**config.mk**
```make
export PLATFORM = sky130hd
export DESIGN_NAME = fit_policy_block_allocator_core
export DESIGN_NICKNAME = d
export VERILOG_FILES = /design/src/fpba_pkg.sv /design/src/fit_policy_block_allocator_core.sv /design/src/fpba_cell.sv
export SDC_FILE = /design/constraint.sdc
export NUM_CORES = 1
export LEC_CHECK = 0
export BUFFER_PORTS_ARGS = -buffer_cell sky130_fd_sc_hd__buf_4
export CORE_ASPECT_RATIO = 1.2
export CORE_MARGIN = 3
export CORE_UTILIZATION = 37
export CTS_CLUSTER_DIAMETER = 40
export DETAILED_ROUTE_END_ITERATION = 8
export GPL_TIMING_DRIVEN = 0
export HOLD_SLACK_MARGIN = 0.08
export PLACE_DENSITY = 0.59
export SETUP_SLACK_MARGIN = 0.05
export SYNTH_ARGS = -nofsm -noshare
export SYNTH_HDL_FRONTEND = slang
export SYNTH_SLANG_ARGS = --single-unit
export TNS_END_PERCENT = 20
```
**constraint.sdc**
```tcl
create_clock -name clk -period 6.79 [get_ports clk]
set_input_delay 0.679 -clock clk [delete_from_list [all_inputs] [get_ports clk]]
set_output_delay 0.679 -clock clk [all_outputs]
set_load 0.01 [all_outputs]
```
**src/fpba_pkg.sv**
```systemverilog
// shared types, constants and codes of the fit-policy block allocator
// depends on: nothing
`default_nettype none

package fpba_pkg;

	localparam int NUM_BLOCKS = 8;
	localparam int SIZE_BITS  = 16;
	localparam int IDX_W      = $clog2(NUM_BLOCKS);
	localparam int LIM_W      = $clog2(NUM_BLOCKS + 1);

	// port field widths
	localparam int CMD_W  = 1;
	localparam int SEL_W  = 3;
	localparam int AMT_W  = 16;
	localparam int BLK_W  = 3;
	localparam int LEFT_W = 16;

	// configuration port
	localparam int CFG_IDX_W = 1;
	localparam int CFG_W     = 4;
	localparam int POL_W     = 2;

	localparam logic [CFG_IDX_W-1:0] REG_FIT_POLICY    = 1'd0;
	localparam logic [CFG_IDX_W-1:0] REG_ACTIVE_BLOCKS = 1'd1;

	localparam logic [POL_W-1:0] FIT_FIRST = 2'd0;
	localparam logic [POL_W-1:0] FIT_BEST  = 2'd1;
	localparam logic [POL_W-1:0] FIT_WORST = 2'd2;

	localparam logic [CMD_W-1:0] CMD_LOAD  = 1'b0;
	localparam logic [CMD_W-1:0] CMD_ALLOC = 1'b1;

	localparam logic [CFG_W-1:0] ACTIVE_RESET = CFG_W'(NUM_BLOCKS);

	typedef enum logic {
		ST_IDLE,
		ST_SCAN
	} fsm_state_t;

	// search token passed from cell to cell
	typedef struct packed {
		logic                 valid;
		logic [POL_W-1:0]     policy;
		logic [LIM_W-1:0]     limit;
		logic [SIZE_BITS-1:0] request;
		logic                 found;
		logic [IDX_W-1:0]     idx;
		logic [SIZE_BITS-1:0] size;
	} scan_t;

	// write or charge broadcast to all cells
	typedef struct packed {
		logic                 en;
		logic                 charge;
		logic [IDX_W-1:0]     idx;
		logic [SIZE_BITS-1:0] value;
	} upd_t;

endpackage

`default_nettype wire

```
**src/fit_policy_block_allocator_core.sv**
```systemverilog
// top level of the fit-policy block allocator: control, config and the cell row
// depends on: fpba_pkg, fpba_cell
//
// channel   | handshake         | payload
// ----------+-------------------+-------------------------------------
// command   | start / busy      | command, block_select, amount
// result    | done (strobe)     | granted, chosen_block, left_over
// config    | cfg_we            | cfg_index, cfg_wdata
//
// a load is registered into the selected cell's free size and gives no result; busy stays low
// an allocate walks the search token through the cell row one cell per cycle,
//   and the chosen block is charged as the token leaves the row
// done is high for one cycle with the result; busy is already low then
// reset clears all free sizes, policy to first fit, active blocks to all
// the receiver cannot stall, so nothing ever waits on the result side
`default_nettype none

module fit_policy_block_allocator_core import fpba_pkg::*; (
	input  wire logic                 clk,
	input  wire logic                 arst_n,
	// command channel
	input  wire logic                 start,
	output logic                      busy,
	input  wire logic [CMD_W-1:0]     command,
	input  wire logic [SEL_W-1:0]     block_select,
	input  wire logic [AMT_W-1:0]     amount,
	// result channel
	output logic                      done,
	output logic                      granted,
	output logic [BLK_W-1:0]          chosen_block,
	output logic [LEFT_W-1:0]         left_over,
	// configuration
	input  wire logic                 cfg_we,
	input  wire logic [CFG_IDX_W-1:0] cfg_index,
	input  wire logic [CFG_W-1:0]     cfg_wdata
);

	// configuration registers
	logic [POL_W-1:0] policy_q;
	logic [CFG_W-1:0] active_q;
	logic [LIM_W-1:0] limit;

	// control
	fsm_state_t state_q;
	fsm_state_t state_d;
	logic       accept;

	// cell row links: link[0] is the launch, link[i+1] leaves cell i
	scan_t link [NUM_BLOCKS+1];
	scan_t tail;
	upd_t  upd;

	// result registers
	logic                 done_q;
	logic                 granted_q;
	logic [IDX_W-1:0]     chosen_q;
	logic [SIZE_BITS-1:0] left_q;

	assign accept = start && !busy;

	// active blocks above the row length count as the whole row
	assign limit = (active_q > CFG_W'(NUM_BLOCKS)) ? LIM_W'(NUM_BLOCKS) : LIM_W'(active_q);

	always_ff @(posedge clk or negedge arst_n) begin
		if (!arst_n) begin
			policy_q <= FIT_FIRST;
			active_q <= ACTIVE_RESET;
		end else if (cfg_we) begin
			case (cfg_index)
				REG_FIT_POLICY:    policy_q <= cfg_wdata[POL_W-1:0];
				REG_ACTIVE_BLOCKS: active_q <= cfg_wdata;
				default:           ;
			endcase
		end
	end

	// launch a fresh search token into the first cell on an allocate transfer
	always_comb begin
		link[0].valid   = accept && (command == CMD_ALLOC);
		link[0].policy  = policy_q;
		link[0].limit   = limit;
		link[0].request = SIZE_BITS'(amount);
		link[0].found   = 1'b0;
		link[0].idx     = '0;
		link[0].size    = '0;
	end

	assign tail = link[NUM_BLOCKS];

	// charge the winner when the token leaves the row, else pass a load through
	always_comb begin
		if (tail.valid) begin
			upd.en     = tail.found;
			upd.charge = 1'b1;
			upd.idx    = tail.idx;
			upd.value  = tail.request;
		end else begin
			upd.en     = accept && (command == CMD_LOAD)
				&& ({1'b0, block_select} < (SEL_W + 1)'(NUM_BLOCKS));
			upd.charge = 1'b0;
			upd.idx    = IDX_W'(block_select);
			upd.value  = SIZE_BITS'(amount);
		end
	end

	// row of identical cells, one per block
	for (genvar i = 0; i < NUM_BLOCKS; i++) begin : g_cell
		fpba_cell u_cell (
			.clk      (clk),
			.arst_n   (arst_n),
			.my_idx   (IDX_W'(i)),
			.upd      (upd),
			.scan_in  (link[i]),
			.scan_out (link[i+1])
		);
	end

	// state register
	always_ff @(posedge clk or negedge arst_n) begin
		if (!arst_n) begin
			state_q <= ST_IDLE;
		end else begin
			state_q <= state_d;
		end
	end

	// next state: busy after launch until the token leaves the last cell
	always_comb begin
		state_d = state_q;
		busy    = 1'b0;
		case (state_q)
			ST_IDLE: begin
				if (accept && (command == CMD_ALLOC)) begin
					state_d = ST_SCAN;
				end
			end
			ST_SCAN: begin
				busy = 1'b1;
				if (tail.valid) begin
					state_d = ST_IDLE;
				end
			end
			default: state_d = ST_IDLE;
		endcase
	end

	// result registers: done is shown for exactly one cycle, the payload holds until the next result
	always_ff @(posedge clk or negedge arst_n) begin
		if (!arst_n) begin
			done_q <= 1'b0;
		end else begin
			done_q <= tail.valid;
		end
	end

	always_ff @(posedge clk) begin
		if (tail.valid) begin
			granted_q <= tail.found;
			chosen_q  <= tail.found ? tail.idx : '0;
			left_q    <= tail.found ? (tail.size - tail.request) : '0;
		end
	end

	assign done         = done_q;
	assign granted      = granted_q;
	assign chosen_block = BLK_W'(chosen_q);
	assign left_over    = LEFT_W'(left_q);

endmodule

`default_nettype wire

```
**src/fpba_cell.sv**
```systemverilog
// one block cell: holds a free size and refines the passing search token
// depends on: fpba_pkg
`default_nettype none

module fpba_cell import fpba_pkg::*; (
	input  wire logic             clk,
	input  wire logic             arst_n,
	input  wire logic [IDX_W-1:0] my_idx,
	input  wire upd_t             upd,
	input  wire scan_t            scan_in,
	output scan_t                 scan_out
);

	logic [SIZE_BITS-1:0] size_q;
	scan_t                scan_q;
	scan_t                scan_d;
	logic                 fits;
	logic                 take;

	always_comb begin
		fits = scan_in.valid && (LIM_W'(my_idx) < scan_in.limit)
			&& (size_q >= scan_in.request);
		if (!scan_in.found) begin
			take = fits;
		end else begin
			case (scan_in.policy)
				FIT_BEST:  take = fits && (size_q < scan_in.size);
				FIT_WORST: take = fits && (size_q > scan_in.size);
				default:   take = 1'b0;
			endcase
		end
		scan_d = scan_in;
		if (take) begin
			scan_d.found = 1'b1;
			scan_d.idx   = my_idx;
			scan_d.size  = size_q;
		end
	end

	always_ff @(posedge clk or negedge arst_n) begin
		if (!arst_n) begin
			size_q <= '0;
			scan_q <= '0;
		end else begin
			scan_q <= scan_d;
			if (upd.en && (upd.idx == my_idx)) begin
				size_q <= upd.charge ? (size_q - upd.value) : upd.value;
			end
		end
	end

	assign scan_out = scan_q;

endmodule

`default_nettype wire

```
==> metrics.md <==
| Metric | Value |
|---|---|
| Slew @ Worst Pin | `roughly 1.3 ns` |
| Clock sinks | `approximately 480` |
| Internal power | `around 9000 uW` |
| Die footprint | `slightly above 80000 sq um` |
| Fin. max-slew vios | `0` |
| CP top delay family | `buffers and inverters` |
| Die H | `about 310 um` |
| HPWL Detailed | `~66000 um` |
| Maximum vdd drop | `between 0.0002 and 0.00025 V` |
| Initial antenna violation count | `0` |
| Crit path time final | `roughly 6.4 ns` |
| Vias | `21800` |
| Max Clk Rate | `around 0.16 GHz` |
| Data required time at the worst endpoint | `7.29 ns` |
| Async set-reset flop share out of synthesis | `between 90% and 100%` |
| Number of global-route vias before repair | `around 23000` |
| Largest net degree at the start of global routing | `~120` |
| PortBufs | `49` |
| Switching share of power | `about two fifths` |
| Commonest non-fill, non-tap cells in the layout | `dfrtp_1, ha_1, inv_1, a21oi_1, nand2_1` |
| Dpl cell area | `between 30000 and 40000 sq um` |
| Final Skew | `between 0.02 and 0.03 ns` |
| Commonest non-fill, non-tap cell in the layout | `dfrtp_1` |
| Final Cycle Share | `between 90% and 100%` |
| Final ANT Viol Nets | `0` |
| PwrDens | `around 430 nW/um^2` |
| Crit Path Category | `reg -> reg` |
| Number of synthesized flops with an enable pin | `20` |
| Syn. warnings | `0` |
| Cells after Synth | `between 2000 and 3000` |
| Comb pwr share | `between 40% and 50%` |
| WHS | `0.163 ns` |
| Post-Syn Area | `28900 sq um` |
| CTS Buffer Depth | `3` |
| Die width | `roughly 260 um` |
| CTS tree | `done` |
| Final setup fails | `0` |
| Reg-to-reg startpoint | `g_cell[7].u_cell.scan_out[42]` |
| Hold Path Origin | `amount[6]` |
| Post-synthesis cell type count | `87` |
| Nets | `~3400` |
| Via density | `about 5.3` |
| Worst-skew pair later-pin latency | `between 0.6 and 0.7 ns` |
| CTS Buf Count | `83` |
| Worst min path class | `in -> reg` |
| WL final | `roughly 84000 um` |
| RSZ-0062 raised after global routing | `false` |
| Gr usage total | `20.8%` |
| Seq cells post-synth | `about 480` |
| Dominant synthesized flop cell | `dfrtp_1` |
| Fillers | `between 7000 and 8000` |
| Area Overhead vs Synth | `16.7%` |
| CP Buf/Inv Count | `4` |
| Post-CTS Setup Bufs | `0` |
| Residual DRC | `0` |
| Tot Pwr | `between 10000 and 15000 uW` |
| Slew headroom | `roughly an eighth` |
| WL/cell | `20.4 um` |
| Syn Area/Cell | `between 10 and 15 sq um` |
| Worst setup startpoint | `g_cell[7].u_cell.scan_out[42]` |
| Cell breakdown of the critical path | `clkbuf_1 > clkbuf_2 > buf_1 > clkdlybuf4s15_1 > a21o_1 > ha_1 > fa_1 > nand2b_1 > a21oi_1 > o21ai_0 > a211oi_1 > o21ai_0 > o21ai_0 > nor4b_1 > or3_1` |
| Clock slew at reported path FFs | `~0.050 ns` |
| Pre-antenna DRT Iters | `7` |
| Register area share after synthesis | `between 40% and 50%` |
| Share of cells above drive strength 1 | `a little under an eighth` |
| Design area | `33700 sq um` |
| GPL Wtd Cong | `0.900` |
| Clk root buf | `clkbuf_16` |
| Final core utilization | `~44%` |
| Largest stage delay on the critical path | `just under 1 ns` |
| Core ar. | `approximately 77000 sq um` |
| First-pass GRT wire length | `about 130000 um` |
| Setup crit end kind | `flop` |
| Clock Power Share | `between 30 and 40%` |
| Final count of hold timing violations | `0` |
| Ports | `between 50 and 60` |
| CTS H-tree depth | `3` |
| Leakage | `0.0166 uW` |
| Congestion Overflow GR | `0` |
| Switching power | `between 5000 and 6000 uW` |
| Crit path max fanout | `23` |
| Crit path DAT | `around 6.9 ns` |
| Mapped Nets | `roughly 3300` |
| Max Cap Viol | `0` |
| R2R Setup Slk | `~0.43 ns` |
| Power share of the sequential group | `between 20 and 30%` |
| FP Rows | `111` |
| First-iteration detailed-routing DRC count | `approximately 1600` |
| Starting density of the core | `a little under two fifths` |
| Critical path launch point type | `flop` |
| CP max stage cell | `clkdlybuf4s15_1` |
| Status | `complete, no violations` |
| Most used cell, CP | `o21ai_0` |
## sequential cells by signal, summed over array words and instances, names as in the netlist
register                flops
active_q                    4
granted                     1
g_cell.u_cell.size_q      128
state_q                     1
chosen_block                3
left_over                  16
done                        1
g_cell.u_cell.scan_out    328
policy_q                    2
## timing repair
| item | in CTS | in global routing |
|---|---|---|
| hold endpoints to repair | 9 | 0 |
| cloned | 0 | 0 |
| setup endpoints to repair | 83 | 12 |
| gates resized for setup | 8 | 7 |
| hold buffers | 1 | 0 |
| pin swaps | 0 | 0 |
## per-stage QoR
step / setup WS, ns / cells / setup TNS [ns]
floorplan: 1.87 / 2883 / 0
global placement: -1.58 / 3949 / -66.92
detailed placement: -1.03 / 3956 / -39.94
CTS: 0.241 / 4112 / 0
global route: 0.0582 / 4112 / 0
finish: 0.430 / 4113 / 0
## synth_stat cells (28+ instances only)
| master | count | area (sq um) |
|---|---|---|
| nand3_1 | 32 | 160 |
| a21o_1 | 103 | 773 |
| a31oi_1 | 31 | 194 |
| a211oi_1 | 28 | 210 |
| nand2_1 | 215 | 807 |
| o21ai_0 | 202 | 1010 |
| nor2b_1 | 42 | 263 |
| ha_1 | 382 | 4780 |
| nor2_1 | 117 | 439 |
| xnor2_1 | 57 | 499 |
| nand2b_1 | 58 | 363 |
| and2_1 | 33 | 206 |
| inv_1 | 317 | 1190 |
| xor2_1 | 28 | 245 |
| clkbuf_1 | 39 | 146 |
| nand4_1 | 36 | 225 |
| dfrtp_1 | 463 | 11600 |
| a21oi_1 | 240 | 1200 |
| mux2_2 | 110 | 1240 |
## power by group through the flow
| stage | Clock (uW) | Sequential [uW] | Combinational (uW) |
|---|---|---|---|
| after global placement | 0 | 4160 | 5850 |
| final | 4410 | 4130 | 6020 |
| after CTS | 4510 | 4120 | 6010 |
| after floorplan | 0 | 3940 | 4400 |
| after detailed placement | 0 | 4170 | 5950 |
| after global routing | 4650 | 4220 | 6760 |
## layout make-up
| cell class | instances | area [sq um] | area share (%) |
|---|---|---|---|
| Sequential cell | 484 | 12200 | 36.3 |
| Buffer | 60 | 289 | 0.858 |
| Antenna cell | 1 | 2.50 | 0.00743 |
| Tap cell | 1017 | 1270 | 3.78 |
| Clock buffer | 96 | 2220 | 6.58 |
| Timing Repair Buffer | 57 | 518 | 1.54 |
| Clock inverter | 59 | 769 | 2.28 |
| Inverter | 318 | 1190 | 3.54 |
| Multi-Input combinational cell | 2021 | 15200 | 45.1 |
## worst register-to-register path: stages, from the launching register on
cell	delay (ns)
dfrtp_2	0.73
clkbuf_1	0.44
clkbuf_2	0.41
buf_1	0.72
clkdlybuf4s15_1	0.99
a21o_1	0.50
ha_1	0.28
fa_1	0.19
nand2b_1	0.16
a21oi_1	0.09
o21ai_0	0.39
a211oi_1	0.18
o21ai_0	0.40
o21ai_0	0.20
nor4b_1	0.18
or3_1	0.39
## final timing paths
path | end | cells after the start
setup / recovery | g_cell[4].u_cell.size_q[14] | 15
max in group asynchronous | g_cell[7].u_cell.scan_out[42] | 4
min in group asynchronous | g_cell[1].u_cell.scan_out[35] | 2
hold / removal | g_cell[0].u_cell.scan_out[26] | 1
setup reg to reg | g_cell[4].u_cell.size_q[14] | 15
hold reg to reg | g_cell[1].u_cell.scan_out[36] | 0
## logic make-up after synthesis
logic type / count (synthesis) / share of synthesized area, %
buffers and inverters: 378 / 5.07
adder cells (fa/ha/maj): 391 / 17.2
flip-flops: 484 / 42.3
XOR/XNOR: 85 / 2.58
multiplexers: 136 / 5.30
AND/OR/NAND/NOR: 643 / 11.1
AO/OA/AOI/OAI: 766 / 16.4
## metal layers
metal / vias to the layer above / wire (um) / GRT usage, %
met1: 10600 / 33400 / 24.0
met3: 157 / 3690 / 2.86
met5: - / 0 / 0
li1: 10500 / - / -
met4: 0 / 3910 / 9.63
met2: 470 / 42900 / 37.7
Note: power is estimated with default switching activity, not from simulation.
